$ cat config.mk
export PLATFORM = sky130hd
export DESIGN_NAME = dven_store
export DESIGN_NICKNAME = d
export VERILOG_FILES = /design/src/rtl/core/dven_pkg.sv /design/src/rtl/core/dven_store.sv
export SDC_FILE = /design/constraint.sdc
export NUM_CORES = 1
export LEC_CHECK = 0
export ABC_CLOCK_PERIOD_IN_PS = 16600
export CORE_AREA = 2 2 373 375
export CTS_CLUSTER_DIAMETER = 30
export DETAILED_ROUTE_END_ITERATION = 8
export DIE_AREA = 0 0 375 377
export DONT_BUFFER_PORTS = 1
export GPL_ROUTABILITY_DRIVEN = 0
export SYNTH_ARGS = -nofsm -noshare
export SYNTH_HDL_FRONTEND = slang
export SYNTH_SLANG_ARGS = --single-unit
export TNS_END_PERCENT = 10
$ cat constraint.sdc
create_clock -name i_clk -period 16.6 [get_ports i_clk]
set_input_delay 3.32 -clock i_clk [delete_from_list [all_inputs] [get_ports i_clk]]
set_output_delay 3.32 -clock i_clk [all_outputs]
set_load 0.05 [all_outputs]
$ cat src/rtl/core/dven_pkg.sv
// Shared widths, defaults and the store control bundle for the divisor enumerator.
// No dependencies; every other file in rtl/core refers to it by scoped names.
`default_nettype none

package dven_pkg;

    localparam int MAX_FACTORS_DEF = 16;

    localparam int VAL_W  = 63;   // primes, multiple, divisor
    localparam int LIM_W  = 6;    // exponent limits and digits
    localparam int FC_W   = 5;    // factor_count register
    localparam int CMD_W  = 2;
    localparam int IDX_W  = 4;    // factor_index field
    localparam int ADDR_W = 4;    // APB byte address
    localparam int DATA_W = 64;   // APB data

    // Control from the sequencer to the factor/digit store
    typedef struct packed {
        logic tab_we;   // load: write prime and limit
        logic dig_we;   // write back one exponent digit
        logic rd_en;    // read prime, limit and digit at one entry
        logic clear;    // restart: every digit back to zero
    } t_store_ctl;

endpackage

`default_nettype wire

$ cat src/rtl/core/dven_store.sv
// Factor table (prime, limit) and exponent digit memory, registered read.
// Depends on dven_pkg. Digits carry per-entry valid bits so restart clears them at once.
`default_nettype none

module dven_store #(
    parameter int MAX_FACTORS = dven_pkg::MAX_FACTORS_DEF
) (
    input  wire logic                                        i_clk,
    input  wire logic                                        i_rst_n,
    input  wire dven_pkg::t_store_ctl                        i_ctl,
    input  wire logic [((MAX_FACTORS > 1) ? $clog2(MAX_FACTORS) : 1)-1:0] i_tab_addr,
    input  wire logic [dven_pkg::VAL_W-1:0]                  i_prime,
    input  wire logic [dven_pkg::LIM_W-1:0]                  i_limit,
    input  wire logic [((MAX_FACTORS > 1) ? $clog2(MAX_FACTORS) : 1)-1:0] i_addr,
    input  wire logic [dven_pkg::LIM_W-1:0]                  i_digit,
    output logic      [dven_pkg::VAL_W-1:0]                  o_prime,
    output logic      [dven_pkg::LIM_W-1:0]                  o_limit,
    output logic      [dven_pkg::LIM_W-1:0]                  o_digit
);

    localparam int TW = dven_pkg::VAL_W + dven_pkg::LIM_W;

    logic [TW-1:0]               mem_tab [MAX_FACTORS];
    logic [dven_pkg::LIM_W-1:0]  mem_dig [MAX_FACTORS];
    logic [MAX_FACTORS-1:0]      r_valid;
    logic [TW-1:0]               r_tab_rd;
    logic [dven_pkg::LIM_W-1:0]  r_dig_rd;
    logic                        r_vld_rd;

    always_ff @(posedge i_clk) begin
        if (i_ctl.tab_we) begin
            mem_tab[i_tab_addr] <= {i_prime, i_limit};
        end
        if (i_ctl.rd_en) begin
            r_tab_rd <= mem_tab[i_addr];
        end
    end

    always_ff @(posedge i_clk) begin
        if (i_ctl.dig_we) begin
            mem_dig[i_addr] <= i_digit;
        end
        if (i_ctl.rd_en) begin
            r_dig_rd <= mem_dig[i_addr];
            r_vld_rd <= r_valid[i_addr];
        end
    end

    always_ff @(posedge i_clk) begin
        if (!i_rst_n || i_ctl.clear) begin
            r_valid <= '0;
        end else if (i_ctl.dig_we) begin
            r_valid[i_addr] <= 1'b1;
        end
    end

    assign o_prime = r_tab_rd[TW-1:dven_pkg::LIM_W];
    assign o_limit = r_tab_rd[dven_pkg::LIM_W-1:0];
    assign o_digit = r_vld_rd ? r_dig_rd : '0;    // untouched since restart reads as zero

endmodule

`default_nettype wire

## Yosys cells after proc, flatten, opt, wreduce, memory -nomap -nowiden

Memories as Yosys holds them, arrays and structs flattened. A register that Yosys moved wholly into a read port is not among the register bits.
Index checks and enable logic that the tools add are counted.

- Output and inout port bits: 75
- Register bits after elaboration: 17
- Memory bits (writable): 1,200
- Memories: 2
- Word-level logic and storage cells: 19
- Input port bits: 89

- Bitwise logic cells: 1
- Reduce and logical (&&, ||, !) cells: 3
- Multiplexer cells: 9
- $lt $le $gt $ge: 2

Memory list:

| memory | words | width | rd ports | clocked after Yosys merged registers in | write ports | RTL line | text |
|---|---|---|---|---|---|---|---|
| mem_tab | 16 | 69 | 1 | 1 | 1 | dven_store.sv:23 | `logic [TW-1:0] mem_tab [MAX_FACTORS];` |
| mem_dig | 16 | 6 | 1 | 1 | 1 | dven_store.sv:24 | `logic [dven_pkg::LIM_W-1:0] mem_dig [MAX_FACTORS];` |

Operators with widths:

| cell | count |
|---|---|
| $or 16x16->16 | 1 |
| $mux 1 | 6 |
| $mux 6 | 1 |
| $lt 4x5->1 const B | 1 |
| $bmux 1 s4 | 1 |
| $demux 1 s4 | 1 |
| $ge 4x1->1 const B | 1 |
| $logic_and 1x1->1 | 1 |
| $logic_not 1->1 | 1 |
| $logic_or 1x1->1 | 1 |

## Logic depth before layout (Yosys ltp)

- Word-level depth: 5
- Gate-level depth with buffers: 6
- Mapped depth without buffers: 3

## Worst setup path before layout

OpenSTA, ideal clock, no wires.

- Path type: input to register
- Start point: input port i_tab_addr[3] in the netlist's numbering
- End point: memory mem_tab[0][0] in the netlist's numbering (enable)
- Library setup time: 582 ps
- Buffers on the path: 0
- Required time: 16,018 ps
- Slack: 7,499 ps
- Arrival: 8,520 ps
- Stages: 2
- Path through: or3b_2 nor3_1

RTL lines:

| what | RTL line | text |
|---|---|---|
| from (decl) | dven_store.sv:11 | `input wire logic [((MAX_FACTORS > 1) ? $clog2(MAX_FACTORS) : 1)-1:0] i_tab_addr,` |
| to (decl) | dven_store.sv:23 |  |

Straight into the memory's write port.

## Worst setup path in the final report

- Start point: register r_vld_rd
- End point: output port o_digit[5] in the netlist's numbering

- Cells in the longest elaborated chain, start to end: 1

RTL lines:

| what | RTL line | text |
|---|---|---|
| from (decl) | dven_store.sv:28 | `logic r_vld_rd;` |
| from (signal assigned) | dven_store.sv:45 | `r_vld_rd <= r_valid[i_addr];` |
| $mux 6 | dven_store.sv:59 | `assign o_digit = r_vld_rd ? r_dig_rd : '0;` |
| to (decl) | dven_store.sv:18 | `output logic [dven_pkg::LIM_W-1:0] o_digit` |

No other way between the ends.

==> implementation parameters <==
Parameter                              Value

Route
  Post-detailed-route DRC marker count    0
  Routed WL    111000 um
  Total number of vias    21926
  Starting DRC count in detailed routing    2137
  Vias per inst    5.23
  DR WL/cell    26.4 um
  Count of TritonRoute iterations in the first routing pass    5
  Count of antenna-violating nets left after detailed routing    0

Clock network
  TritonCTS clock tree    built
  Clock root buffer    clkbuf_16
  Maximum root-to-sink buffer count    4
  Number of clock buffers inserted by TritonCTS    277
  Number of H-tree levels    5
  Number of cells upsized or downsized after cts    0
  Number of sinks handled by clock tree synthesis    1292
  Clock network latency to the later pin of the worst-skew pair    0.89 ns
  Number of hold buffers added after cts    0
  Clock slew seen by the registers of the worst setup and hold paths    0.05 ns
  Total setup buffers inserted after CTS    0

Worst setup path
  Endpoint arrival time on the critical path    1.85 ns
  Cell-by-cell trace of the critical path    and2_1
  Startpoint Class    flop
  Critical path's top delay family    simple AND/OR/NAND/NOR gates
  Highest fanout seen on the critical path    6
  Slowest stage delay, CP    0.49 ns
  Worst Path Buf+Inv    0
  CP max-delay cell    and2_1
  CP Data Required Time    13.28 ns
  Element type at the critical path end    output port
  Crit path kind    flop to output port

Logic synthesis
  Dominant combinational cell family by area after synthesis    multiplexers
  Area share of and/or/nand/nor cells after synthesis    1.19%
  Sequential-to-total area share from yosys stat    80.7%
  Synthesized netlist net count    2091
  Synth Area in Compound Gates    2.64%
  Cell types with the largest area share after synthesis    edfxtp_1 80%, mux4_2 14%, a22oi_1 2.4%, dfxtp_1 0.67%, nand2_1 0.61%
  Parity-gate share of the synthesized area counting xor and xnor cells    0%
  Post-synth EDFFs    1276
  Adder and majority cell fraction of the synthesized area    0%
  Synthesized instance count    2002
  Cell type contributing the most total cell area after synthesis    edfxtp_1
  Count of unique library cells instantiated by Yosys    20
  Multiplexer area fraction after synthesis    14.3%
  Most common flop cell mapped by yosys    edfxtp_1
  Avg Cell Area, Syn    23.9 um2
  Most frequent cell after synthesis    edfxtp_1
  Post-synthesis register bit count    1292
  Async S/R FF share, synth    0%
  Synth warn    0
  Top cell types by occurrence after synthesis    1276 x edfxtp_1, 304 x mux4_2, 152 x a22oi_1
  Yosys top cell area share    80.1%
  Cell area after synthesis    0.0479 mm2

Floorplanning
  Initial Util    34.9%
  Area of the core region    0.137 mm2
  Die Span Y    377 um
  Width of the die    375 um
  I/O pin count    164
  Die area    0.141 mm2
  Cell Rows    136

STA
  Fmax achieved    194 MHz
  RSZ-0062 raised after global routing    no
  Final hold viol count    0
  Portion of the clock cycle consumed by the worst path in the final layout    31.1%
  Total Neg Setup Slack    0 ns
  Remaining max-slew budget at the tightest pin    -47.9%
  Shortest clock period the worst path allows after layout    5.17 ns
  Clock skew    0.0904 ns
  Worst-Margin Slew    2.22 ns
  Number of setup violations in the final report    0
  Max Transition Viols Final    199

Finish
  Storage cell area    0.0386 mm2
  Layout Nets    2289
  Final design utilization    42.9%
  Multi-input combinational cell area    0.00881 mm2
  Fraction of layout cells with a size suffix above 1    31.9%
  Area Growth Syn to Fin    22.8%
  Total of fill cells in the finished design    11368

Power and ir drop
  Clock power frac    56.6%
  Logic gate share of total power    2.2%
  Peak VDD IR    0.113 mV
  Net switching share of the total power    20.2%
  Proportion of power drawn by flip-flops and latches    41.2%
  Sw Pwr    1.85 mW
  Internal power    7.29 mW
  Leakage power of the design    18.8 nW
  Cell area power density    156 mW/mm2

Placed design
  HPWL after detailed placement    56100 um
  Buffers on Ports    0

Global routing
  Global Route Usage Sum    15.7%
  Global-route wire length before repair    162000 um
  Vias in the first global route    23512
  Maximum number of pins on one net before global-route repair    309
  Antenna violations before repair    4
  Overflow left after global routing    0

Run status
  Result of the run    complete, but fails checks
  Violated checks    max-slew violations

Min path
  Path type of the worst min-delay path    flop to flop

Flow run
  Max-cap violation count    0
-- path summary, 6_finish.rpt --
kind,from,end,slack [ns],cells after the start
worst max-delay path,r_vld_rd,o_digit[5],11.43,1
worst min-delay path,r_valid[11],r_valid[11],0.46,1
worst max register to register,mem_tab[12][36],r_tab_rd[36],14.90,3
worst min register to register,r_valid[11],r_valid[11],0.46,1
-- final cells by class --
class,instances,area share (%)
diodes,2,0.00852
clock buffers,312,12.2
clock inverters,162,2.89
multi-input cells,605,15.0
flip-flops and latches,1292,65.8
well taps,1794,3.82
repair buffers,24,0.307
-- logic make-up after synthesis --
kind of cell | count (synthesis)
DFF | 1292
muxes | 304
AOI/OAI and AO/OA | 168
and+or+nand+nor | 133
buffers and inverters | 105
-- flip-flops by register name, summed over array words and instances, names as in the netlist --
| register | count |
|---|---|
| r_valid | 16 |
| r_vld_rd | 1 |
| mem_dig | 96 |
| r_tab_rd | 69 |
| mem_tab | 1104 |
| r_dig_rd | 6 |
-- through the flow --
step	hold slack (ns)	instances	power, mW	setup slack, ns	instance area, um2
after CTS	0.464	4189	9.23	11.37	58700
after global routing	0.480	4189	9.41	11.37	58700
after global placement	0.441	3715	4.01	10.81	49900
after floorplan	0.435	2002	3.98	7.50	47900
final	0.461	4191	9.14	11.43	58700
after detailed placement	0.453	3715	4.02	10.72	49900
-- routing by layer --
layer | share of wire, % | track usage [%]
met2 | 49 | 25.2
met3 | 8.9 | 5.85
met1 | 40 | 19.7
met4 | 2.1 | 5.18
met5 | 0 | 0
-- cells in the final DEF (no fill, tap or decap), types with 6 or more instances in the layout --
cell,Yosys,routed
edfxtp_1,1276,1276
inv_6,0,19
o21a_1,16,16
clkbuf_1,51,30
bufinv_16,0,27
clkinv_1,0,29
dfxtp_1,16,16
and2_1,7,6
nand2_1,78,78
clkinv_4,0,16
nor2_1,25,12
nor2_4,0,13
mux4_2,304,304
clkinvlp_4,0,33
a22oi_1,152,152
buf_4,1,24
clkbuf_16,0,282
clkinv_2,0,35
-- power by group through the flow --
stage	logic (mW)	registers [mW]	clock network [mW]
final	0.201	3.76	5.18
after global routing	0.207	3.77	5.44
after CTS	0.196	3.77	5.27
after detailed placement	0.195	3.82	0
after global placement	0.193	3.82	0
after floorplan	0.178	3.81	0
Note: power is estimated with default switching activity, not from simulation.
