**src/rtl/core/dven_pkg.sv**
```systemverilog
// Shared widths, defaults and the store control bundle for the divisor enumerator.
// No dependencies; every other file in rtl/core refers to it by scoped names.
`default_nettype none

package dven_pkg;

    localparam int MAX_FACTORS_DEF = 16;

    localparam int VAL_W  = 63;   // primes, multiple, divisor
    localparam int LIM_W  = 6;    // exponent limits and digits
    localparam int FC_W   = 5;    // factor_count register
    localparam int CMD_W  = 2;
    localparam int IDX_W  = 4;    // factor_index field
    localparam int ADDR_W = 4;    // APB byte address
    localparam int DATA_W = 64;   // APB data

    // Control from the sequencer to the factor/digit store
    typedef struct packed {
        logic tab_we;   // load: write prime and limit
        logic dig_we;   // write back one exponent digit
        logic rd_en;    // read prime, limit and digit at one entry
        logic clear;    // restart: every digit back to zero
    } t_store_ctl;

endpackage

`default_nettype wire

```
**src/rtl/core/dven_mul.sv**
```systemverilog
// Saturating 63x63 multiplier built from one 32x32 multiplier over four partial products.
// Depends on dven_pkg. Result strobes on o_done once all four partial products are summed.
`default_nettype none

module dven_mul (
    input  wire logic                         i_clk,
    input  wire logic                         i_rst_n,
    input  wire logic                         i_start,
    input  wire logic [dven_pkg::VAL_W-1:0]   i_a,
    input  wire logic [dven_pkg::VAL_W-1:0]   i_b,
    output logic                              o_done,
    output logic      [dven_pkg::VAL_W-1:0]   o_prod,
    output logic                              o_ovf
);

    localparam int          VW       = dven_pkg::VAL_W;
    localparam int          HW       = VW - 32;      // width of the upper half
    localparam int          AW       = 2 * VW;       // full product width
    localparam logic [2:0]  MUL_LAST = 3'd5;

    logic           r_busy;
    logic [2:0]     r_cnt;
    logic [VW-1:0]  r_a;
    logic [VW-1:0]  r_b;
    logic [63:0]    r_pp;
    logic [1:0]     r_sh;
    logic [AW-1:0]  r_acc;
    logic [31:0]    w_x;
    logic [31:0]    w_y;
    logic [63:0]    w_pp;
    logic [AW-1:0]  w_add;

    always_comb begin
        unique case (r_cnt[1:0])
            2'd0: begin
                w_x = r_a[31:0];
                w_y = r_b[31:0];
            end
            2'd1: begin
                w_x = r_a[31:0];
                w_y = 32'(r_b[VW-1:32]);
            end
            2'd2: begin
                w_x = 32'(r_a[VW-1:32]);
                w_y = r_b[31:0];
            end
            default: begin
                w_x = 32'(r_a[VW-1:32]);
                w_y = 32'(r_b[VW-1:32]);
            end
        endcase
    end

    assign w_pp = w_x * w_y;

    // partial product weight follows the step it came from
    always_comb begin
        unique case (r_sh)
            2'd0:    w_add = AW'(r_pp);
            2'd1,
            2'd2:    w_add = {{(AW-96){1'b0}}, r_pp, 32'b0};
            default: w_add = {r_pp[2*HW-1:0], 64'b0};
        endcase
    end

    always_ff @(posedge i_clk) begin
        if (!i_rst_n) begin
            r_busy <= 1'b0;
            r_cnt  <= '0;
        end else if (i_start) begin
            r_busy <= 1'b1;
            r_cnt  <= '0;
        end else if (r_busy) begin
            r_cnt <= r_cnt + 3'd1;
            if (r_cnt == MUL_LAST) begin
                r_busy <= 1'b0;
            end
        end
    end

    always_ff @(posedge i_clk) begin
        if (i_start) begin
            r_a   <= i_a;
            r_b   <= i_b;
            r_acc <= '0;
        end else if (r_busy) begin
            r_pp <= w_pp;
            r_sh <= r_cnt[1:0];
            if (r_cnt != 3'd0 && r_cnt != MUL_LAST) begin
                r_acc <= r_acc + w_add;
            end
        end
    end

    assign o_done = r_busy && (r_cnt == MUL_LAST);
    assign o_ovf  = |r_acc[AW-1:VW];
    assign o_prod = o_ovf ? {VW{1'b1}} : r_acc[VW-1:0];

endmodule

`default_nettype wire

```
**config.mk**
```make
export PLATFORM = sky130hd
export DESIGN_NAME = dven_mul
export DESIGN_NICKNAME = d
export VERILOG_FILES = /design/src/rtl/core/dven_pkg.sv /design/src/rtl/core/dven_mul.sv
export SDC_FILE = /design/constraint.sdc
export NUM_CORES = 2
export LEC_CHECK = 0
export BUFFER_PORTS_ARGS = -buffer_cell sky130_fd_sc_hd__buf_2
export CAP_MARGIN = 30
export CORE_MARGIN = 10
export CORE_UTILIZATION = 55
export DETAILED_ROUTE_END_ITERATION = 12
export PLACE_DENSITY_LB_ADDON = 0.08
export SYNTH_ARGS = -nofsm -noshare
export SYNTH_HDL_FRONTEND = slang
export SYNTH_SLANG_ARGS = --single-unit
```
**constraint.sdc**
```tcl
create_clock -name i_clk -period 9.2 [get_ports i_clk]
set_clock_uncertainty 0.05 [all_clocks]
set_input_delay 0.46 -clock i_clk [delete_from_list [all_inputs] [get_ports i_clk]]
set_output_delay 0.46 -clock i_clk [all_outputs]
set_load 0.02 [all_outputs]
```
Word-level counts from Yosys, hierarchy flattened. Cells that the tools add are included.

Flip-flop bits (word level): 322. Bits in latches: 0. Memory bits (writable): 0. Bits in read-only memories: 0. Bits of input ports: 129. Output and inout port bits: 65. Word-level logic and storage cells: 37. Memories: 0.

Add/sub/neg operators: 2. Multiply operators: 1. Div/mod/pow operators: 0. Order comparisons: 0. Equal/unequal tests: 6. Shift operators: 0. Multiplexer cells: 7. Bitwise operators: 2. Reductions and logical operators: 12.

Operators by type and width (number): 126-bit one-hot mux with 2 select lines (1); 126-bit adder (1); 32-bit by 32-bit multiplier with 64-bit output (1); 32-bit 2-to-1 mux (2); 63-bit 2-to-1 mux (1); 63-bit OR reduction (1); 2-bit OR reduction (4); 2-bit by 1-bit == test with 1-bit output (second input constant) (2); 2-bit == test (second input constant) (2); 2-bit logical NOT (2); 2-bit AND reduction (2); 3-bit by 1-bit adder with 3-bit output (second input constant) (1); 3-bit == test (second input constant) (1); 1-bit 2-to-1 mux (3); 3-bit inequality test (second input constant) (1); 3-bit nonzero test (1); 1-bit logical AND (2); 1-bit inverter (2).

Longest topological paths before layout.
Depth after elaboration: 4. Depth in mapped cells: 39.

Worst setup path before layout. Ideal clock, no wire load.

Kind: register to register. Start point: reg r_cnt[0]. End point: reg r_pp[63] (data pin). Data arrival time: 9.351 ns. Slack: -0.461 ns. Cell stages (with the launch flop): 34. Period minus slack after synthesis: 9.661 ns. Cells stage by stage: dfxtp_1 inv_1 ha_1 clkbuf_1 nor2_1 clkbuf_1 clkbuf_1 mux2i_1 clkbuf_1 nor2_1 fa_1 fa_1 inv_1 fa_1 inv_1 fa_1 inv_1 fa_1 fa_1 fa_1 fa_1 inv_1 ha_1 clkbuf_1 nand4_1 nor2_1 nand3_1 o41ai_1 a21oi_1 o21a_1 a311oi_1 a21bo_2 a21oi_1 xnor2_1.

Word-level cells in the longest chain between the ends: 4. Elaborated cells on any way between the ends: 8.

Ends and longest elaborated chain: from (decl) (line dven_mul.sv:22) `logic [2:0] r_cnt;`; from (signal assigned) (line dven_mul.sv:74) `r_cnt <= r_cnt + 3'd1;`; 2-bit by 1-bit == test with 1-bit output (tied with other cells) (line dven_mul.sv:34) `unique case (r_cnt[1:0])`; 2-bit OR reduction (no line); 32-bit 2-to-1 mux (line dven_mul.sv:34); 32-bit by 32-bit multiplier with 64-bit output * (line dven_mul.sv:54) `assign w_pp = w_x * w_y;`; via w_pp[63] (line dven_mul.sv:30) `logic [63:0] w_pp;`; to (signal assigned) (line dven_mul.sv:87) `r_pp <= w_pp;`; to (decl) (line dven_mul.sv:25) `logic [63:0] r_pp;`.

The timed path passes the listed nets; every way through them passes the cells marked *. A chain may end at the register's enable or synchronous reset.

Worst setup path after layout.
Start point: reg r_cnt[1]. End point: reg r_pp[63] (data pin).

Same word-level chain as after synthesis.

==> reports/qor.yml <==
status: "complete, no violations"
fin_nets: 7694
cp-end-kind: "flip-flop"
timing.slew.headroom_pct: 24.72
initial_core_util_pct: 55.72
drive_above_1_share_pct: 10.66
clkSinkCount: 322
wl_met1_um: 75240
min_path_cells: 1
synth_edf_count: 192
die_w_um: 330.9
via_per_inst: 5.874
seq_area_frac_synth_pct: 15.74
netlist_top_cells_area: "fa_1 34%, edfxtp_1 11%, ha_1 9.3%"
synthFlopType: "edfxtp_1"
post-route-min-period_ns: 8.953
cts_buffer_depth: 3
row_count: 113
grt_pass1_wl_um: 285700
crit_type: "flip-flop to flip-flop"
htree_levels: 2
gp_congestion: 0.9990
wirelength_um: 191400
cts.clk_slew.worst_paths_ns: 0.06
ios: 194
grtUsageTotal_pct: 34.86
path_max_fanout: 14
fmax_mhz: 111.7
netlist.area_leader.share_pct: 33.77
tightest_slew_ns: 1.117
core-area_um2: 95440
max_stage_delay_ns: 0.57
cts_buffers: 37
hpwl_um: 154700
netlist_area_um2: 53170
maxSlewViolCount: 0
grt_setup_unrepaired: "true"
rrSetupSlack_ns: 0.25
required_ns: 9.51
cpMostUsedCell: "fa_1"
grt_start_max_net_pins: 79
fill_cells: 8229
port_buffers: 193
worst_ep_arrival_time_ns: 9.26
overflow: 0
grt_pass1_vias: 45740
synthArstFlopShare_pct: 0
min_path_type: "input pin to flip-flop"
hold_ws_ns: 0.01808
synthCells: 6003
multi_input_area_um2: 40450
cp_slowest_cell: "fa_1"
routedWlPerCell_um: 25.28
min_period_over_period_pct: 97.32
timing.rr.end: "r_pp[63]"
ant_nets: 0
routed.top_layer: "met5"
route.met3.wl_um: 20010
yosys.area.top_type: "fa_1"
clk-insertion-delay-late_ns: 0.61
seq_area_um2: 8368
hold_viol: 0
rr_startpoint: "r_cnt[1]"
drt_iter0_drc: 4414
maxCapViolCount: 0
dr.pass1.iters: 8
dieArea_um2: 109500
synth_cell_type_count: 88
yosys_warnings: 0
syn_to_final_growth_pct: 12.45
dr_wl_met2_um: 84610
finalSetupViolCount: 0
hold_start: "i_a[10]"
hold_path_end: "r_a[10]"
synth_seq_cells: 322
start_kind: "flip-flop"
r2r_cells: 33
drc: 0
via_count: 44480
antenna_found_initial: 4
finish.utilization_pct: 62.65
syn_nets: 7423
tritoncts: "done"
avgSynthCellArea_um2: 8.858
cts_root_buf: "clkbuf_16"
die_height_um: 330.9
## registers in the layout, indices dropped and copies added (netlist names)
| register | cells |
|---|---|
| r_acc | 126 |
| r_pp | 64 |
| r_a | 63 |
| r_b | 63 |
| r_cnt | 3 |
| r_sh | 2 |
| r_busy | 1 |
## cell usage after synthesis (all sizes together), types with 5 or more instances
cell type and n:
o21bai 44, a21oi 335, clkbuf 298, buf 36, edfxtp 192, a31oi 25
o2111ai 5, a22o 85, xnor2 109, nand2 765, o31ai 13, xor2 71
o21ai 147, and4 7, dfxtp 130, inv 930, nand2b 91, mux2i 64
nor3 29, or3 18, nor4 27, nor2 711, a211o 5, nand4 90
o41ai 6, a21o 113, o21a 23, o221ai 5, nand3 47, a31o 5
a21boi 16, and2 67, mux2 60, a221o 7, a211oi 26, ha 394
o211ai 18, fa 897, and3 22, nor2b 24
## kinds of logic (layout without fill, tap and decap cells)
kind of cell | count (synthesis) | after routing | share of synthesized area (%)
AOI/OAI and AO/OA | 907 | 907 | 11.24
xor gates and xnor gates | 180 | 180 | 2.965
adders and majority gates | 1291 | 1291 | 43.04
buffers and inverters | 1264 | 1563 | 9.003
DFF | 322 | 322 | 15.74
muxes | 124 | 124 | 2.475
other | 0 | 5 | 0
and+or+nand+nor | 1915 | 1915 | 15.53
## final cells by class
type / instances / share of cell area, %
Sequential cell: 322 / 14.00
Antenna cell: 5 / 0.02093
Multi-Input combinational cell: 4417 / 67.64
Tap cell: 1265 / 2.647
Clock buffer: 46 / 1.674
Clock inverter: 21 / 0.3264
Inverter: 930 / 5.838
Timing Repair Buffer: 566 / 7.853
## worst max-delay path by stage
stage | startpoint | end | slack [ns] | depth (start not counted)
final | r_cnt[1] | r_pp[63] | 0.25 | 33
after global routing | r_cnt[1] | r_pp[63] | -0.08 | 35
after CTS | r_cnt[0] | r_pp[63] | 0.02 | 31
after detailed placement | r_cnt[0] | r_pp[63] | -0.13 | 33
after global placement | r_cnt[0] | r_pp[63] | -0.10 | 33
after floorplan | r_cnt[0] | r_pp[62] | 0.04 | 35
## per-stage QoR
step | cells | TNS (ns) | setup WS, ns | area (um^2)
floorplan | 6003 | 0 | 0.03803 | 53190
detailed placement | 7362 | -0.2142 | -0.1312 | 56950
finish | 7572 | 0 | 0.2467 | 59790
CTS | 7553 | 0 | 0.01656 | 59390
global placement | 7360 | -0.1431 | -0.1018 | 56910
global route | 7567 | -0.09682 | -0.08064 | 59780
## worst max-delay path, delay by kind of cell, from the launching register on
| kind | cells | cell delay [ns] |
|---|---|---|
| buffers and inverters | 8 | 1.24 |
| muxes | 1 | 0.30 |
| and+or+nand+nor | 2 | 0.24 |
| xor gates and xnor gates | 1 | 0.07 |
| AOI/OAI and AO/OA | 11 | 1.97 |
| DFF | 1 | 0.31 |
| adders and majority gates | 10 | 4.52 |
## timing repair
action | 4_1_cts | 5_1_grt
endpoints found under the setup margin | 3 | 13
buffers inserted | 0 | 11
resized for setup | 1 | 41
hold buffers | 124 | 0
cloned | 0 | 3
pin swaps | 0 | 4
endpoints found under the hold margin | 124 | 0
## layer usage
metal,vias up,global-route usage (%)
li1,19700,-
met1,21890,45.43
met2,2384,54.20
met3,498,8.556
met4,6,16.88
met5,-,0
## cell usage in the layout (no fill, tap or decap), types with 67 or more instances in the layout
cell and n:
dfxtp_1 130, a22o_1 85, xnor2_1 109, nand2_1 763, a21o_1 113, and2_1 67, nand4_1 90, ha_1 391
inv_1 930, buf_4 196, buf_2 192, edfxtp_1 192, nand2b_1 91, xor2_1 71, fa_1 896, nor2_1 705
a21oi_1 326, dlygate4sd3_1 124, o21ai_0 131
Power is left out: the tool's default activity adds up to more than one toggle a clock period on the data nets, which glitch-free logic cannot reach.
