<file path="config.mk">
export PLATFORM = sky130hd
export DESIGN_NAME = dven_regs
export DESIGN_NICKNAME = d
export VERILOG_FILES = /design/src/rtl/core/dven_pkg.sv /design/src/rtl/core/dven_regs.sv
export SDC_FILE = /design/constraint.sdc
export NUM_CORES = 1
export LEC_CHECK = 0
export ABC_AREA = 0
export BUFFER_PORTS_ARGS = -buffer_cell sky130_fd_sc_hd__buf_2
export CAP_MARGIN = 25
export CORE_UTILIZATION = 46
export DETAILED_ROUTE_END_ITERATION = 6
export GPL_TIMING_DRIVEN = 0
export PLACE_DENSITY_LB_ADDON = 0.1
export SYNTH_ARGS = -nofsm -noshare
export SYNTH_HDL_FRONTEND = slang
export SYNTH_SLANG_ARGS = --single-unit
export TNS_END_PERCENT = 5
</file>
<file path="constraint.sdc">
create_clock -name i_clk -period 1.4 [get_ports i_clk]
set_input_delay 0 -clock i_clk [delete_from_list [all_inputs] [get_ports i_clk]]
set_output_delay 0 -clock i_clk [all_outputs]
set_load 0.02 [all_outputs]
</file>
<file path="src/rtl/core/dven_pkg.sv">
// Shared widths, defaults and the store control bundle for the divisor enumerator.
// No dependencies; every other file in rtl/core refers to it by scoped names.
`default_nettype none

package dven_pkg;

    localparam int MAX_FACTORS_DEF = 16;

    localparam int VAL_W  = 63;   // primes, multiple, divisor
    localparam int LIM_W  = 6;    // exponent limits and digits
    localparam int FC_W   = 5;    // factor_count register
    localparam int CMD_W  = 2;
    localparam int IDX_W  = 4;    // factor_index field
    localparam int ADDR_W = 4;    // APB byte address
    localparam int DATA_W = 64;   // APB data

    // Control from the sequencer to the factor/digit store
    typedef struct packed {
        logic tab_we;   // load: write prime and limit
        logic dig_we;   // write back one exponent digit
        logic rd_en;    // read prime, limit and digit at one entry
        logic clear;    // restart: every digit back to zero
    } t_store_ctl;

endpackage

`default_nettype wire

</file>
<file path="src/rtl/core/dven_regs.sv">
// APB register file: factor_count and multiple, 64-bit data, registers at 8*i.
// Depends on dven_pkg for widths.
`default_nettype none

module dven_regs (
    input  wire logic                          i_clk,
    input  wire logic                          i_rst_n,
    input  wire logic                          i_psel,
    input  wire logic                          i_penable,
    input  wire logic                          i_pwrite,
    input  wire logic [dven_pkg::ADDR_W-1:0]   i_paddr,
    input  wire logic [dven_pkg::DATA_W-1:0]   i_pwdata,
    output logic      [dven_pkg::DATA_W-1:0]   o_prdata,
    output logic      [dven_pkg::FC_W-1:0]     o_factor_count,
    output logic      [dven_pkg::VAL_W-1:0]    o_multiple
);

    localparam logic REG_FACTOR_COUNT = 1'b0;
    localparam logic REG_MULTIPLE     = 1'b1;

    logic                        w_wr;
    logic                        w_sel;
    logic [dven_pkg::FC_W-1:0]   r_factor_count;
    logic [dven_pkg::VAL_W-1:0]  r_multiple;

    assign w_wr  = i_psel && i_penable && i_pwrite;
    assign w_sel = i_paddr[3];

    always_ff @(posedge i_clk) begin
        if (!i_rst_n) begin
            r_factor_count <= dven_pkg::FC_W'(1);
            r_multiple     <= dven_pkg::VAL_W'(1);
        end else if (w_wr) begin
            unique case (w_sel)
                REG_FACTOR_COUNT: r_factor_count <= i_pwdata[dven_pkg::FC_W-1:0];
                REG_MULTIPLE:     r_multiple     <= i_pwdata[dven_pkg::VAL_W-1:0];
                default:          r_multiple     <= r_multiple;
            endcase
        end
    end

    always_comb begin
        unique case (w_sel)
            REG_FACTOR_COUNT: o_prdata = dven_pkg::DATA_W'(r_factor_count);
            REG_MULTIPLE:     o_prdata = dven_pkg::DATA_W'(r_multiple);
            default:          o_prdata = '0;
        endcase
    end

    assign o_factor_count = r_factor_count;
    assign o_multiple     = r_multiple;

endmodule

`default_nettype wire

</file>
== Word-level counts from Yosys, hierarchy flattened ==
Index checks and enable logic that the tools add are counted.

* Bits in registers: 68
* Bits of input ports: 73
* Output and inout port bits: 132
* Word-level logic and storage cells: 8

* Mux-type cells: 1
* Bitwise gates (word level): 1
* Reduce and logical (&&, ||, !) cells: 4

{| class="wikitable"
|+ Operators with widths
! operator !! number
|-
| one-hot mux 64 bit (2 select lines) || 1
|-
| AND reduction 2 bit || 2
|-
| logical AND 1 bit || 2
|-
| NOT 1 bit || 1
|}

== Longest topological paths before layout ==
Gate-level depths: netlist of the first run.

* Depth in word-level cells: 3
* Depth in mapped cells: 5
* Gate-level depth less buffers: 2

== Least setup slack after synthesis of the first run ==
Ideal clock, no wire load.

* Path kind: input to register
* Start: input i_pwrite
* End: register r_multiple, in the netlist o_multiple[1]
* Setup time: 0.072 ns
* Arrival: 0.662 ns
* Data required time: 1.328 ns
* Setup slack: 0.666 ns
* Stages: 4
* Path buffers: 2
* Path through: and4_4 -> buf_12 -> buf_12 -> mux2i_1

* Longest elaborated chain between the ends: 2

{| class="wikitable"
|+ RTL lines
! what !! line !! text
|-
| from (decl) || dven_regs.sv:10 || <nowiki>input wire logic i_pwrite,</nowiki>
|-
| logical AND 1 bit || dven_regs.sv:26 || <nowiki>assign w_wr = i_psel && i_penable && i_pwrite;</nowiki>
|-
| AND reduction 2 bit (no line) || -- ||
|-
| to (signal assigned) || dven_regs.sv:32 || <nowiki>r_multiple <= dven_pkg::VAL_W'(1);</nowiki>
|-
| to (signal assigned) || dven_regs.sv:36 || <nowiki>REG_MULTIPLE: r_multiple <= i_pwdata[dven_pkg::VAL_W-1:0];</nowiki>
|-
| to (signal assigned) || dven_regs.sv:37 || <nowiki>default: r_multiple <= r_multiple;</nowiki>
|-
| to (decl) || dven_regs.sv:24 || <nowiki>logic [dven_pkg::VAL_W-1:0] r_multiple;</nowiki>
|}

No other way between the ends.
A chain may end at the register's enable or synchronous reset.

== Final worst setup path of the first run ==
* Start: register r_multiple, in the netlist o_multiple[2]
* End: output o_prdata[2] (netlist name)

* Longest elaborated chain between the ends: 1

{| class="wikitable"
|+ RTL lines
! what !! line !! text
|-
| one-hot mux 64 bit (2 select lines) || dven_regs.sv:43 || <nowiki>unique case (w_sel)</nowiki>
|-
| to (decl) || dven_regs.sv:13 || <nowiki>output logic [dven_pkg::DATA_W-1:0] o_prdata,</nowiki>
|}

No other way between the ends. The select of a mux whose other input is x is not followed.

==> reports/qor.txt, run 1 <==
outcome = finished, final reports clean
Synth top area share = 0.420
Initial Utilization = 0.477
cell area after synthesis = 3240 um^2
Crit path max-delay family = flip-flops
crit path DAT = 1.07 ns
Reg-to-Reg Start = o_factor_count[3]$_SDFFE_PN0P_
WL final = 9070 um
critical path, cell by cell = mux2_2 > buf_2
port buffer count = 198
design area = 5140 um^2
CP max stage cell = dfxtp_1
sequential area share after synthesis = 0.420
Initial DRT Pass Iterations = 4
crit end category = output pin
Post-Place Cells = 657
setup ws final = 0.326 ns
Critical Path RT = 1.40 ns
final setup TNS = 0 ns
unrepaired setup endpoints after global routing = no
Synth cell types = 13
Die ar. = 7390 um^2
detailed-route DRC error count = 0
WS Path Type = reg -> out
clock transition at the registers of the reported paths = 0.06 ns
io pins = 205
worst r2r path cells = 2
Final ANT Viol Nets = 0
antenna violations before repair = 0
Hold/Removal Path Class = in -> reg
Period minus WS final = 1.07 ns
clk_skew = 0 ns
gpl congestion = 0.732
Resized Gates After CTS = 0
pre-CTS setup slack = 0.365 ns
max-cap viol count = 0
synth top area cells = dfxtp_1 (42%), mux2i_1 (21%), nand2_1 (15%)
leakage = 2.60 nW
HP Start = i_penable
fin cells = 734
GRT Util Overall = 0.240
Post-CTS Setup Inserts = 0
maximum vdd drop = 0.399 mV
row count = 30
Slew Limit Fails = 0
fmax = 931 MHz
Final setup viols = 0
Chip Width = 86.0 um
hpwl dp = 6100 um
First DRT Iteration DRCs = 93
grt ovf = 0
Hold EP = o_factor_count[1]$_SDFFE_PN0P_
pin count of the biggest net entering global routing = 11
mean routed wirelength per cell = 12.4 um
final hold violations = 0
crit share post-route = 0.767
TritonCTS clock tree = built
chip height = 86.0 um
register-to-register setup slack = 0.73 ns
DP Area = 4350 um^2
core box area = 6790 um^2
worst hold path stage count = 3
r2r endpoint = o_factor_count[3]$_SDFFE_PN0P_
share of cells above drive strength 1 = 0.375
clock latency on the worst-skew pair = 0.32 ns
Clock Tree Buf Depth = 2
Layout area overhead = 58.5%
syn avg cell area = 8.93 um^2
leading area contributor after synthesis = dfxtp_1
clock root buffer master = clkbuf_8
Clock Sinks = 68
CP peak stage delay = 0.32 ns
Pwr Density = 779 nW/um^2
Via density = 4.56
Antenna Cells = 0
CTS buffer count = 9
vias in the first global route = 3,083
Fillers = 529
CP Buf/Inv Count = 1
Syn Inst Count = 363
net count after synthesis = 436
Setup crit start kind = flip-flop
Vias = 3,344
Yosys warnings = 0
CP Max Fanout = 3
crit path launch = o_multiple[2]$_SDFFE_PN0P_
Final #Nets = 708
htree depth = 3
global-route wire length before repair = 14,100 um
Synth Register Bits = 68
==> logic make-up after synthesis <==
| group | count (synthesis) | share of synthesized area |
|---|---|---|
| simple gates | 191 | 0.274 |
| mux | 73 | 0.227 |
| flops | 68 | 0.420 |
| buf+inv | 30 | 0.0776 |
| other cells | 1 | 0.00116 |
==> synth_stat cells <==
library cell    n
clkbuf_1        9
and2_1         58
nor2b_1         3
mux2_2          5
buf_2          11
dfxtp_1        68
conb_1          1
nand4b_2        1
nand2_1       128
and4_4          1
buf_12          7
buf_4           3
mux2i_1        68
==> routing by layer <==
layer  track usage  wire length [um]
met5             0                 0
met4        0.0939                75
met3        0.0481               527
met2         0.442              4640
met1         0.270              3830
==> report_power, final <==
part | internal, W | switching [W]
combinational | 0.000338 | 0.000325
sequential | 0.00198 | 0.0000306
clock | 0.000663 | 0.000670
total | 0.00298 | 0.00103
==> how the worst max path moves through the flow <==
| stage | end | slack, ns | cells past startpoint |
|---|---|---|---|
| 6_report | o_prdata[2] | 0.33 | 2 |
| 5_1_grt | o_prdata[2] | 0.27 | 2 |
| 4_1_cts | o_prdata[1] | 0.31 | 2 |
| 3_5_place_dp | o_prdata[4] | 0.36 | 5 |
| 3_3_place_gp | o_prdata[3] | 0.38 | 5 |
| 2_1_floorplan | o_multiple[1]$_SDFFE_PN0P_ | 0.67 | 4 |
==> metrics by stage <==
stage                util  hold WS, ns  total power (W)
global placement    0.641        0.247          0.00256
finish              0.757        0.140          0.00400
CTS                 0.757        0.124          0.00404
global route        0.757        0.151          0.00417
detailed placement  0.641        0.254          0.00257
floorplan               -        0.142          0.00236
==> tightest hold or removal path, stage by stage <==
cell and delay, ns:
buf_2 0.12, nand4b_2 0.20, mux2i_1 0.10
==> flip-flops by register name (all words and copies together) (netlist names) <==
signal          cells
o_factor_count      5
o_multiple         63
==> cell usage in the layout (no fill, tap or decap) <==
| master | synthesis | layout |
|---|---|---|
| buf_12 | 7 | 7 |
| clkbuf_8 | 0 | 10 |
| buf_4 | 3 | 3 |
| dfxtp_1 | 68 | 68 |
| buf_2 | 11 | 209 |
| mux2_2 | 5 | 5 |
| nor2b_1 | 3 | 3 |
| nand2_1 | 128 | 128 |
| clkbuf_1 | 9 | 10 |
| mux2i_1 | 68 | 68 |
| dlygate4sd3_1 | 0 | 63 |
| conb_1 | 1 | 1 |
| and2_1 | 58 | 58 |
| nand4b_2 | 1 | 1 |
| clkinv_2 | 0 | 3 |
| and4_4 | 1 | 1 |
==> layout make-up <==
cell class	count	area, um^2	share of cell area
clock buffers	11	141	0.0275
well taps	96	120	0.0234
repair buffers	261	1620	0.315
multi-input cells	265	1630	0.317
clock inverters	3	15.0	0.00292
flip-flops and latches	68	1360	0.265
plain buffers	30	251	0.0489
==> what timing repair did <==
item                                    4_1_cts  5_1_grt
hold buffers                                 63        0
endpoints found under the setup margin        0        0
endpoints found under the hold margin        68        0
Note: power is estimated with default switching activity, not from simulation.
==> run 2, diff against run 1 <==
CORE_UTILIZATION = 43   (was 46)
clock period = 1.1 ns   (was 1.4 ns; I/O delays follow)
==> reports/qor.txt, run 2 (synthesis results as in run 1) <==
global-route wire length before repair = 13,800 um (-1.7%)
CP max stage cell = dfxtp_2
pre-CTS setup slack = 0.0558 ns (-0.309 ns)
Final setup viols = 0 (unchanged)
CP peak stage delay = 0.34 ns (+0.02 ns)
outcome = finished, final reports clean
row count = 31 (+3.3%)
crit share post-route = 0.990
final hold violations = 0 (unchanged)
hpwl dp = 6170 um (+1.0%)
setup ws final = 0.0106 ns (-0.315 ns)
clock transition at the registers of the reported paths = 0.08 ns (+0.02 ns)
max-cap viol count = 0 (unchanged)
grt ovf = 0 (unchanged)
First DRT Iteration DRCs = 57 (-39%)
port buffer count = 198 (unchanged)
antenna violations before repair = 0 (unchanged)
total power = 0.00597 W (+49%)
Clock Tree Buf Depth = 2 (unchanged)
post-layout util = 0.728 (-0.0286)
Layout area overhead = 62.9%
Initial Utilization = 0.447 (-0.0302)
fmax = 918 MHz
commonest non-fill, non-tap cell in the layout = buf_2
Die ar. = 7890 um^2 (+6.8%)
design area = 5280 um^2 (+2.7%)
CP Buf/Inv Count = 1 (unchanged)
htree depth = 3 (unchanged)
share of cells above drive strength 1 = 0.393 (+0.0185)
leakage = 2.66 nW (+2.0%)
Critical Path RT = 1.10 ns (-0.30 ns)
most frequent cells in the layout = buf_2 (205), nand2_1 (128), mux2i_1 (68), dlygate4sd3_1 (63), dfxtp_1 (59)
clk_skew = 0 ns (unchanged)
Pwr Density = 1130 nW/um^2 (+45%)
Levels on crit path = 2 (unchanged)
crit end category = output pin
chip height = 88.8 um (+3.4%)
Crit path max-delay family = flip-flops
worst hold path stage count = 3 (unchanged)
core box area = 7250 um^2 (+6.8%)
pin count of the biggest net entering global routing = 13 (+2)
io pins = 205 (unchanged)
Final #Nets = 709 (+0.14%)
Final ANT Viol Nets = 0 (unchanged)
Chip Width = 88.8 um (+3.4%)
gpl congestion = 0.716 (-2.1%)
maximum vdd drop = 0.605 mV (+51%)
Antenna Cells = 0 (unchanged)
clock root buffer master = clkbuf_8
TritonCTS clock tree = built
mean routed wirelength per cell = 12.4 um (+0.50%)
clock latency on the worst-skew pair = 0.34 ns (+0.02 ns)
unrepaired setup endpoints after global routing = yes
vias in the first global route = 3,066 (-0.55%)
Hold/Removal Path Class = in -> reg
worst r2r path cells = 3 (+1)
CP Max Fanout = 3 (unchanged)
detailed-route DRC error count = 0 (unchanged)
WS Path Type = reg -> out
final setup TNS = 0 ns (unchanged)
GRT Util Overall = 0.228 (-0.0122)
Initial DRT Pass Iterations = 4 (unchanged)
WL final = 9190 um (+1.3%)
Slew Limit Fails = 0 (unchanged)
DP Area = 4360 um^2 (about the same)
Clock Sinks = 68 (unchanged)
max reg flops = 63 (unchanged)
Via density = 4.59 (+0.82%)
Setup crit start kind = flip-flop
CTS buffer count = 9 (unchanged)
Vias = 3,399 (+1.6%)
crit path DAT = 1.09 ns (+0.02 ns)
critical path, cell by cell = mux2_2 > buf_2
Period minus WS final = 1.09 ns
[run 2: per-stage QoR]
stage / std cells / hold slack (ns)
floorplan: 363 / 0.142
CTS: 740 / 0.100
detailed placement: 660 / 0.256
finish: 740 / 0.102
global placement: 660 / 0.247
global route: 740 / 0.121
[run 2: layout make-up]
cell class,count,area [um^2]
clock buffers,10,138
clock inverters,6,111
well taps,99,124
flip-flops and latches,68,1370
multi-input cells,265,1630
repair buffers,262,1650
plain buffers,30,251
fillers,564,1970
[run 2: power breakdown]
group | switching, W | total [W] | leakage (nW) | internal, W
Combinational | 0.000415 | 0.000850 | 1.98 | 0.000435
Sequential | 0.0000380 | 0.00255 | 0.553 | 0.00252
Clock | 0.000999 | 0.00257 | 0.122 | 0.00157
Total | 0.00145 | 0.00597 | 2.66 | 0.00452
[run 2: final timing paths]
kind	start	to	slack, ns
worst max-delay path	o_multiple[3]$_SDFFE_PN0P_	o_prdata[3]	0.01
worst max register to register	o_multiple[1]$_SDFFE_PN0P_	o_multiple[1]$_SDFFE_PN0P_	0.43
worst min register to register	o_multiple[38]$_SDFFE_PN0P_	o_multiple[38]$_SDFFE_PN0P_	0.46
worst min-delay path	i_penable	o_factor_count[1]$_SDFFE_PN0P_	0.10
[run 2: repair_timing]
item | CTS | global route
hold buffers | 63 | 0
pin swaps | 0 | 0
setup buffers | 1 | 0
resized for setup | 5 | 13
endpoints found under the setup margin | 4 | 5
gates cloned | 0 | 0
hold endpoints to repair | 68 | 0
[run 2: worst min-delay path: cells and delay by family]
family	cells	cell delay (ns)
buffers and inverters	1	0.11
muxes	1	0.10
and+or+nand+nor	1	0.20
[run 2: layer usage]
metal | global-route usage | vias to the layer above | wire (um) | share of wire
met3 | 0.0466 | 11 | 541 | 0.059
met2 | 0.415 | 134 | 4690 | 0.51
met1 | 0.258 | 1555 | 3840 | 0.42
li1 | - | 1699 | - | -
met4 | 0.0953 | 0 | 121 | 0.013
met5 | 0 | - | 0 | 0
