**config.mk**
```make
export PLATFORM = sky130hd
export DESIGN_NAME = dven_div
export DESIGN_NICKNAME = d
export VERILOG_FILES = /design/src/rtl/core/dven_pkg.sv /design/src/rtl/core/dven_div.sv
export SDC_FILE = /design/constraint.sdc
export NUM_CORES = 1
export LEC_CHECK = 0
export BUFFER_PORTS_ARGS = -buffer_cell sky130_fd_sc_hd__buf_2
export CAP_MARGIN = 5
export CORE_MARGIN = 3
export CORE_UTILIZATION = 50
export CTS_CLUSTER_SIZE = 30
export DETAILED_ROUTE_END_ITERATION = 6
export GPL_TIMING_DRIVEN = 0
export PLACE_DENSITY = 0.83
export RECOVER_POWER = 25
export SETUP_SLACK_MARGIN = 0.2
export SLEW_MARGIN = 0
export SYNTH_ARGS = -nofsm -noshare
export SYNTH_HDL_FRONTEND = slang
export SYNTH_SLANG_ARGS = --single-unit
```
**constraint.sdc**
```tcl
create_clock -name i_clk -period 9.2 [get_ports i_clk]
set_input_delay 1.84 -clock i_clk [delete_from_list [all_inputs] [get_ports i_clk]]
set_output_delay 1.84 -clock i_clk [all_outputs]
set_load 0.01 [all_outputs]
```
**src/rtl/core/dven_pkg.sv**
```systemverilog
// Shared widths, defaults and the store control bundle for the divisor enumerator.
// No dependencies; every other file in rtl/core refers to it by scoped names.
`default_nettype none

package dven_pkg;

    localparam int MAX_FACTORS_DEF = 16;

    localparam int VAL_W  = 63;   // primes, multiple, divisor
    localparam int LIM_W  = 6;    // exponent limits and digits
    localparam int FC_W   = 5;    // factor_count register
    localparam int CMD_W  = 2;
    localparam int IDX_W  = 4;    // factor_index field
    localparam int ADDR_W = 4;    // APB byte address
    localparam int DATA_W = 64;   // APB data

    // Control from the sequencer to the factor/digit store
    typedef struct packed {
        logic tab_we;   // load: write prime and limit
        logic dig_we;   // write back one exponent digit
        logic rd_en;    // read prime, limit and digit at one entry
        logic clear;    // restart: every digit back to zero
    } t_store_ctl;

endpackage

`default_nettype wire

```
**src/rtl/core/dven_div.sv**
```systemverilog
// Restoring divider, one quotient bit per cycle, 63-bit operands.
// Depends on dven_pkg. Quotient strobes on o_done after the last bit; divisor must be non-zero.
`default_nettype none

module dven_div (
    input  wire logic                         i_clk,
    input  wire logic                         i_rst_n,
    input  wire logic                         i_start,
    input  wire logic [dven_pkg::VAL_W-1:0]   i_num,
    input  wire logic [dven_pkg::VAL_W-1:0]   i_den,
    output logic                              o_done,
    output logic      [dven_pkg::VAL_W-1:0]   o_quot
);

    localparam int                      VW   = dven_pkg::VAL_W;
    localparam int                      CNTW = $clog2(VW);
    localparam logic [CNTW-1:0]         LAST = CNTW'(VW - 1);

    logic              r_busy;
    logic              r_done;
    logic [CNTW-1:0]   r_cnt;
    logic [VW-1:0]     r_q;
    logic [VW-1:0]     r_rem;
    logic [VW-1:0]     r_den;
    logic [VW:0]       w_shift;
    logic [VW:0]       w_trial;

    assign w_shift = {r_rem, r_q[VW-1]};
    assign w_trial = w_shift - {1'b0, r_den};

    always_ff @(posedge i_clk) begin
        if (!i_rst_n) begin
            r_busy <= 1'b0;
            r_done <= 1'b0;
            r_cnt  <= '0;
        end else begin
            r_done <= 1'b0;
            if (i_start) begin
                r_busy <= 1'b1;
                r_cnt  <= '0;
            end else if (r_busy) begin
                r_cnt <= r_cnt + CNTW'(1);
                if (r_cnt == LAST) begin
                    r_busy <= 1'b0;
                    r_done <= 1'b1;
                end
            end
        end
    end

    always_ff @(posedge i_clk) begin
        if (i_start) begin
            r_q   <= i_num;
            r_rem <= '0;
            r_den <= i_den;
        end else if (r_busy) begin
            if (!w_trial[VW]) begin
                r_rem <= w_trial[VW-1:0];
                r_q   <= {r_q[VW-2:0], 1'b1};
            end else begin
                r_rem <= w_shift[VW-1:0];
                r_q   <= {r_q[VW-2:0], 1'b0};
            end
        end
    end

    assign o_done = r_done;
    assign o_quot = r_q;

endmodule

`default_nettype wire

```
# Yosys cells after proc, flatten, opt, wreduce, memory -nomap -nowiden
# Cells that the tools add are included.
word_totals:
  regBits: 197
  input_bits: 129
  out_inout_bits: 64
  elab_cells: 22
classes:
  add_sub_neg: 2
  n_eq_ne: 1
  mux: 8
  n_bitwise: 2
  reduce_logical: 3
ops:
  columns: ["op", "n"]
  rows:
  - ["63-bit two-way mux", 3]
  - ["64-bit by 63-bit subtractor with 64-bit output", 1]
  - ["6-bit by 1-bit adder with 6-bit output (second input constant)", 1]
  - ["6-bit equality test (second input constant)", 1]
  - ["1-bit two-way mux", 5]
  - ["3-bit OR reduction", 1]
  - ["1-bit NOT", 2]
  - ["2-bit nonzero test", 1]
  - ["2-bit OR reduction", 1]

# Longest topological paths before layout
# Gate-level depths: netlist of the first run.
depth:
  word_depth: 4
  depth_mapped: 14
  mapped_depth_nobuf: 13

# Worst setup path after synthesis of the first run
# No wires, ideal clock.
synth_timing:
  kind: "input to register"
  start: "input i_start"
  end: "register r_q[0], in the netlist o_quot[0], enable pin"
  setup_ns: 0.417
  arrival_ns: 3.682
  required_time_ns: 8.783
  setup_slack_ns: 5.101
  stages: 4
  n_path_buf: 2
  cell_sequence: "clkbuf_1 -> nor2_1 -> clkbuf_1 -> inv_1"
synth_via:
  elab_chain_cells: 1
synth_lines:
  columns: ["item", "line_no", "rtl"]
  rows:
  - ["from (decl)", "dven_div.sv:8", "input wire logic i_start,"]
  - ["2-bit nonzero test (no line)", null, null]
  - ["to (signal assigned)", "dven_div.sv:53", "r_q <= i_num;"]
  - ["to (signal assigned)", "dven_div.sv:59", "r_q <= {r_q[VW-2:0], 1'b1};"]
  - ["to (signal assigned)", "dven_div.sv:62", "r_q <= {r_q[VW-2:0], 1'b0};"]
  - ["to (decl)", "dven_div.sv:22", "logic [VW-1:0] r_q;"]
# Every way passes these cells.
# A chain may end at the register's enable or synchronous reset.

# Worst setup path in the final report of the first run
layout_timing:
  start: "input i_start"
  end: "register r_q[19], in the netlist o_quot[19], enable pin"
# The elaborated chain is that of the path after synthesis.

==> results of run 1 <==
[metrics by stage]
| stage | hold slack [ns] | setup slack [ns] |
|---|---|---|
| after detailed placement | 0.487 | 4.28 |
| after CTS | 0.497 | 4.75 |
| after global routing | 0.512 | 4.03 |
| final | 0.492 | 4.33 |
| after global placement | 0.466 | 2.80 |
| after floorplan | 0.446 | 5.10 |
[cells in the mapped netlist (3+ instances only)]
library cell  count
a32oi_1          10
a21o_1           40
edfxtp_1        126
o21bai_1         10
xor2_1           20
mux2_2           62
ha_1             65
o31ai_1           9
nand4_1          24
a211o_1           4
and3_1            8
and2_1            4
clkbuf_1         49
a21oi_1          76
a2111oi_0         4
nand2_1         146
nand2b_1          7
dfxtp_1          71
a211oi_1          7
nor3_1            8
o21ai_0          37
o21ai_1          11
mux2i_1           9
nor2b_1           7
or3_1             4
nand3_1          23
buf_2            12
a221oi_1          5
a31oi_1          11
o21a_1           13
xnor2_1          36
a221o_1           3
o211ai_1          8
nor2_1           92
buf_6             4
o311a_1           3
or2_2             6
a311oi_1         42
inv_1            82
[routing by layer]
| metal | vias up | part of all wire |
|---|---|---|
| li1 | 4857 | - |
| met1 | 4834 | 0.41 |
| met2 | 465 | 0.47 |
| met3 | 98 | 0.081 |
| met4 | 0 | 0.041 |
| met5 | - | 0 |
[registers in the layout, indices dropped and copies added (netlist names)]
name / count
r_busy: 1
r_rem: 63
r_den: 63
o_done: 1
o_quot: 63
r_cnt: 6
[worst min-delay path by stage]
stage	cells past startpoint	from	slack, ns	end
finish	2	r_rem[1]$_SDFFE_PP0P_	0.49	r_rem[2]$_SDFFE_PP0P_
global route	2	r_rem[5]$_SDFFE_PP0P_	0.51	r_rem[6]$_SDFFE_PP0P_
CTS	2	r_rem[53]$_SDFFE_PP0P_	0.50	r_rem[53]$_SDFFE_PP0P_
detailed placement	2	r_rem[60]$_SDFFE_PP0P_	0.49	r_rem[60]$_SDFFE_PP0P_
global placement	2	r_cnt[5]$_SDFFE_PP0P_	0.47	r_cnt[5]$_SDFFE_PP0P_
floorplan	2	r_rem[53]$_SDFFE_PP0P_	0.45	r_rem[53]$_SDFFE_PP0P_
[final cells by class]
class	instances	area [um2]
buffer	68	304
clock buffer	17	425
clock inverter	15	235
fill	1957	9110
inverter	83	312
multi-input combinational	859	5950
sequential	197	5200
tap	313	392
timing repair buffer	194	982
[where the power goes]
part           switching (W)  total, W  internal [W]  leakage, nW
sequential         0.0000393   0.00106       0.00102         1.83
combinational       0.000302  0.000507      0.000204         3.76
clock               0.000421  0.000831      0.000409        0.314
total               0.000763   0.00240       0.00163         5.90
[cells by family (layout without fill, tap and decap cells)]
logic type | after synthesis | after routing
AO/OA/AOI/OAI | 319 | 319
XOR/XNOR | 57 | 57
adder cells (fa/ha/maj) | 66 | 66
buffers and inverters | 151 | 377
flip-flops | 197 | 197
multiplexers | 71 | 71
AND/OR/NAND/NOR | 346 | 346
[critical path, delay by kind of cell]
kind                   cells  cell delay [ns]
AND/OR/NAND/NOR            1             0.30
buffers and inverters      5             2.84
==> qor.txt, run 1 <==
Total CTS buffers = 17
Post-placement cell count = 1,714
Synth unique cells = 77
Global Route met3 Usage = 0.0619
Die Y = 159 um
EDFF count, synth = 126
Peak supply drop = 112 uV
Largest net degree at the start of global routing = 39
Leak = 5.90 nW
PD cells = 174 nW/um2
Clk sink count = 197
Clock Skew = 0.0195 ns
Post-Route Setup TNS = 0 ns
Row count = 55
Critical path endpoint category = register
P&R area growth vs syn = 17.3%
Failing checks = design-rule violations, max-capacitance violations, max-slew violations
RR Startpoint = r_den[32]$_DFFE_PP_
Cell area after layout = 13,800 um2
Crit path required time = 9.35 ns
DR DRC count = 3
Mapped Cells = 1,207
H-tree Lvls = 4
Mux share of post-synthesis cell area = 0.0669
Power Total = 0.00240 W
Die area = 25,400 um2
Yosys top cell by area = edfxtp_1
CTS Root Cell = clkbuf_16
Busiest grt layer = met2
CP max FO = 33
Clock transition at path regs = 0.09 ns
Post-Syn Area = 11,800 um2
Ordered cell list for the critical path = clkbuf_1, clkbuf_1, nor2_1, clkbuf_1, inv_2, buf_12
Core area = 22,900 um2
Worst rel slew slack = -0.329
HP Class = reg -> reg
DIE WIDTH = 159 um
Depth of the most critical reg-to-reg path = 13
Vias in the first global route = 10,400
Remaining Overflow, GRT = 0
Synth area leaders = edfxtp_1 32%, dfxtp_1 12%, ha_1 6.9%
Final wirelength = 32,600 um
Via Count = 10,300
Final Hold Viols = 0
GRT met2 Usage = 0.425
Ys Warns = 0
Drt pass-1 iters = 7
Critical path endpoint = o_quot[19]$_DFFE_PP_
Commonest non-fill, non-tap cell in the layout = buf_2
Final period utilization = 0.529
Post CTS Setup Buffer Count = 0
Xor and xnor area share after synthesis = 0.0440
Routed WL per cell = 18.7 um
Worst setup SP type = primary input
HPWL after DPL = 24,300 um
Layout cells sized above 1 = 0.228
Synth Area in Compound Gates = 0.191
Drt via density = 5.87
Most frequent cells in the layout = 202 x buf_2, 146 x nand2_1, 126 x edfxtp_1
Worst path slowest cell = clkbuf_1
Placed Area = 13,200 um2
Drt first-iter violations = 795
Sequential area share after synthesis = 0.442
Async SR Flop Fraction = 0
Synth Register Bits = 197
Setup-failing EPs final = 0
Finished Layout Cells = 1,746
Syn Area/Cell = 9.76 um2
Antenna viol nets, final = 0
Slew Viols, Final = 39
Critical path class = in -> reg
# resized after CTS = 0
Fin util = 0.603
Mapped Nets = 1,402
Net count, final = 1,615
Largest family of logic cells by synthesized area = compound AO/OA/AOI/OAI gates
Adder-cell share of the synthesized area = 0.0708
RSZ-0062 raised after global routing = false
Status = complete, but fails checks
Synth Flop Type = edfxtp_1
TritonCTS clock tree = done
CTS Buffer Depth = 2
First-pass GRT wire length = 53,100 um
Reg-to-Reg End = o_quot[0]$_DFFE_PP_
IO buf count = 192
Initial Util = 0.514
Top-Level Pins = 193
CP peak stage delay = 1.05 ns
Hold_buf cts = 0
CP most frequent cell = clkbuf_1
Top-area cell type share of the netlist area = 0.321
Initial antenna violation count = 0
Grt met1 use = 0.318
Worst Setup SP = i_start
R2r setup slk = 4.91 ns
Clk Latency, worst-skew pair = 0.45 ns
Post-synthesis simple-gate area fraction = 0.133
CP arrival = 5.02 ns
Max Cap Viol = 2
Total GRT Usage = 0.257
Antenna diodes = 0
Fmax achieved = 0.205 GHz
Slew @ Worst Pin = 1.99 ns
Placer Congestion = 0.976
Final min period = 4.87 ns
(Power assumes the default switching activity.)
==> run 2, diff against run 1 <==
clock period = 4.6 ns   (was 9.2 ns; I/O delays follow)
==> run 2 against run 1 <==
The run ends with max-capacitance violations, max-slew violations left. Clock-buffer cell count did not move. Routed wire length barely moved. Flip-flop and latch count did not move. Register-to-register slack got worse by 4.4 ns. Critical path type is now reg -> reg. Largest cell class unchanged. Largest power group unchanged.
==> qor.txt, run 2 (synthesized netlist as in run 1, its figures left out) <==
Status = complete, but fails checks
Failing checks = max-capacitance violations, max-slew violations
P&R area growth vs syn = 17.3% (about the same)
RR Startpoint = r_den[32]$_DFFE_PP_
Remaining Overflow, GRT = 0 (unchanged)
Drt via density = 5.88 (+0.18%)
Net count, final = 1,615 (unchanged)
Critical path endpoint = o_quot[0]$_DFFE_PP_
CTS Buffer Depth = 2 (unchanged)
Clk sink count = 197 (unchanged)
Placed Area = 13,200 um2 (unchanged)
TritonCTS clock tree = done
Worst setup SP type = register
CP peak stage delay = 0.61 ns (-0.44 ns)
Vias in the first global route = 10,400 (unchanged)
Die Y = 159 um (unchanged)
Critical path class = reg -> reg
Post-Route Setup TNS = 0 ns (unchanged)
Initial antenna violation count = 0 (unchanged)
Routed length on met1 = 13,300 um (+0.16%)
Critical path endpoint category = register
Row count = 55 (unchanged)
PD cells = 347 nW/um2 (+100%)
Max Cap Viol = 2 (unchanged)
Worst path slowest cell = clkbuf_1
HP Class = reg -> reg
Fin util = 0.603 (about the same)
Fin Hold WS = 0.492 ns (+0.000361 ns)
Placer Congestion = 0.976 (unchanged)
Layout cells sized above 1 = 0.229 (+0.000698)
Largest net degree at the start of global routing = 39 (unchanged)
Final wirelength = 32,600 um (about the same)
Slew @ Worst Pin = 2.00 ns (+0.0104 ns)
Most frequent cells in the layout = 202 x buf_2, 146 x nand2_1, 126 x edfxtp_1
Fmax achieved = 0.244 GHz
Routed WL per cell = 18.7 um (about the same)
WL met3 = 2660 um (+1.4%)
Dpl ws = 0.436 ns (-3.84 ns)
Worst Setup SP = r_den[32]$_DFFE_PP_
Worst rel slew slack = -0.336 (-0.00695)
Total CTS buffers = 17 (unchanged)
Slew Viols, Final = 66 (+69%)
DR DRC count = 0 (-3)
Final period utilization = 0.892
Setup-failing EPs final = 0 (unchanged)
Crit path required time = 4.75 ns (-4.60 ns)
Initial Util = 0.514 (unchanged)
Met2 routed WL = 15,300 um (about the same)
Clock transition at path regs = 0.09 ns (about the same)
CP max FO = 10 (-70%)
Core area = 22,900 um2 (unchanged)
Die area = 25,400 um2 (unchanged)
Via Count = 10,300 (+0.18%)
Depth of the most critical reg-to-reg path = 13 (unchanged)
CP arrival = 4.25 ns (-0.77 ns)
Max Used Layer = met4
Cell area after layout = 13,800 um2 (about the same)
Commonest non-fill, non-tap cell in the layout = buf_2
Total GRT Usage = 0.257 (unchanged)
DIE WIDTH = 159 um (unchanged)
R2r setup slk = 0.50 ns (-4.41 ns)
Peak supply drop = 225 uV (+100%)
Ordered cell list for the critical path = inv_1, ha_1, buf_2, a21oi_1, o21ai_1, a221oi_1, o221a_2, o221ai_1, a31oi_2, o41ai_4, xnor2_2, clkbuf_1, o21ai_0
Final Hold Viols = 0 (unchanged)
Drt pass-1 iters = 5 (-2)
HPWL after DPL = 24,300 um (unchanged)
H-tree Lvls = 4 (unchanged)
Setup ws final = 0.497 ns (-3.83 ns)
Antenna viol nets, final = 0 (unchanged)
CTS Root Cell = clkbuf_16
First-pass GRT wire length = 53,100 um (unchanged)
RSZ-0062 raised after global routing = false
Reg-to-Reg End = o_quot[0]$_DFFE_PP_
IO buf count = 192 (unchanged)
Clock Skew = 0.0186 ns (-0.000906 ns)
Top-Level Pins = 193 (unchanged)
Drt first-iter violations = 792 (-0.38%)
Antenna diodes = 0 (unchanged)
Leak = 5.90 nW (about the same)
Clk Latency, worst-skew pair = 0.46 ns (about the same)
Final min period = 4.10 ns
Post CTS Setup Buffer Count = 0 (unchanged)
==> run 2: cell counts in the layout (fill, tap and decap cells not counted) <==
No cell type changed its count.
==> run 2: worst max-delay path: cells and delay by family (launching register included) <==
| kind | cells | cell delay [ns] |
|---|---|---|
| flops | 1 | 0.38 |
| compound gates | 8 | 1.94 |
| fa+ha+maj | 1 | 0.22 |
| xor+xnor | 1 | 0.41 |
| buf+inv | 3 | 0.86 |
==> run 2: metrics by stage <==
| stage | instances | total power (W) |
|---|---|---|
| global route | 1746 | 0.00502 |
| global placement | 1712 | 0.00312 |
| CTS | 1746 | 0.00480 |
| finish | 1746 | 0.00479 |
| floorplan | 1207 | 0.00283 |
| detailed placement | 1714 | 0.00315 |
==> run 2: cell type report <==
type,count,area (um2)
buffer,68,304
clock buffer,17,425
clock inverter,15,235
fill,1957,9100
inverter,83,312
multi-input combinational,859,5960
sequential,197,5200
tap,313,392
timing repair buffer,194,982
==> run 2: per-layer routing <==
| layer | track usage | vias up |
|---|---|---|
| li1 | - | 4856 |
| met1 | 0.318 | 4842 |
| met2 | 0.425 | 475 |
| met3 | 0.0619 | 99 |
| met4 | 0.116 | 0 |
| met5 | 0 | - |
==> run 2: power breakdown <==
group | total (W) | switching, W | internal (W)
clock network | 0.00166 | 0.000839 | 0.000818
registers | 0.00212 | 0.0000786 | 0.00204
logic | 0.00101 | 0.000606 | 0.000409
==> run 2: worst min-delay path by stage <==
| stage | slack [ns] | cells after the start | startpoint | to |
|---|---|---|---|---|
| global placement | 0.47 | 2 | r_cnt[5]$_SDFFE_PP0P_ | r_cnt[5]$_SDFFE_PP0P_ |
| floorplan | 0.45 | 2 | r_rem[53]$_SDFFE_PP0P_ | r_rem[53]$_SDFFE_PP0P_ |
| global route | 0.51 | 2 | r_rem[5]$_SDFFE_PP0P_ | r_rem[6]$_SDFFE_PP0P_ |
| CTS | 0.50 | 2 | r_rem[53]$_SDFFE_PP0P_ | r_rem[53]$_SDFFE_PP0P_ |
| finish | 0.49 | 2 | r_rem[1]$_SDFFE_PP0P_ | r_rem[2]$_SDFFE_PP0P_ |
| detailed placement | 0.49 | 2 | r_rem[60]$_SDFFE_PP0P_ | r_rem[60]$_SDFFE_PP0P_ |
==> run 2: timing repair <==
action,4_1_cts,5_1_grt
hold buffers,0,0
resized for setup,0,1
endpoints found under the setup margin,0,11
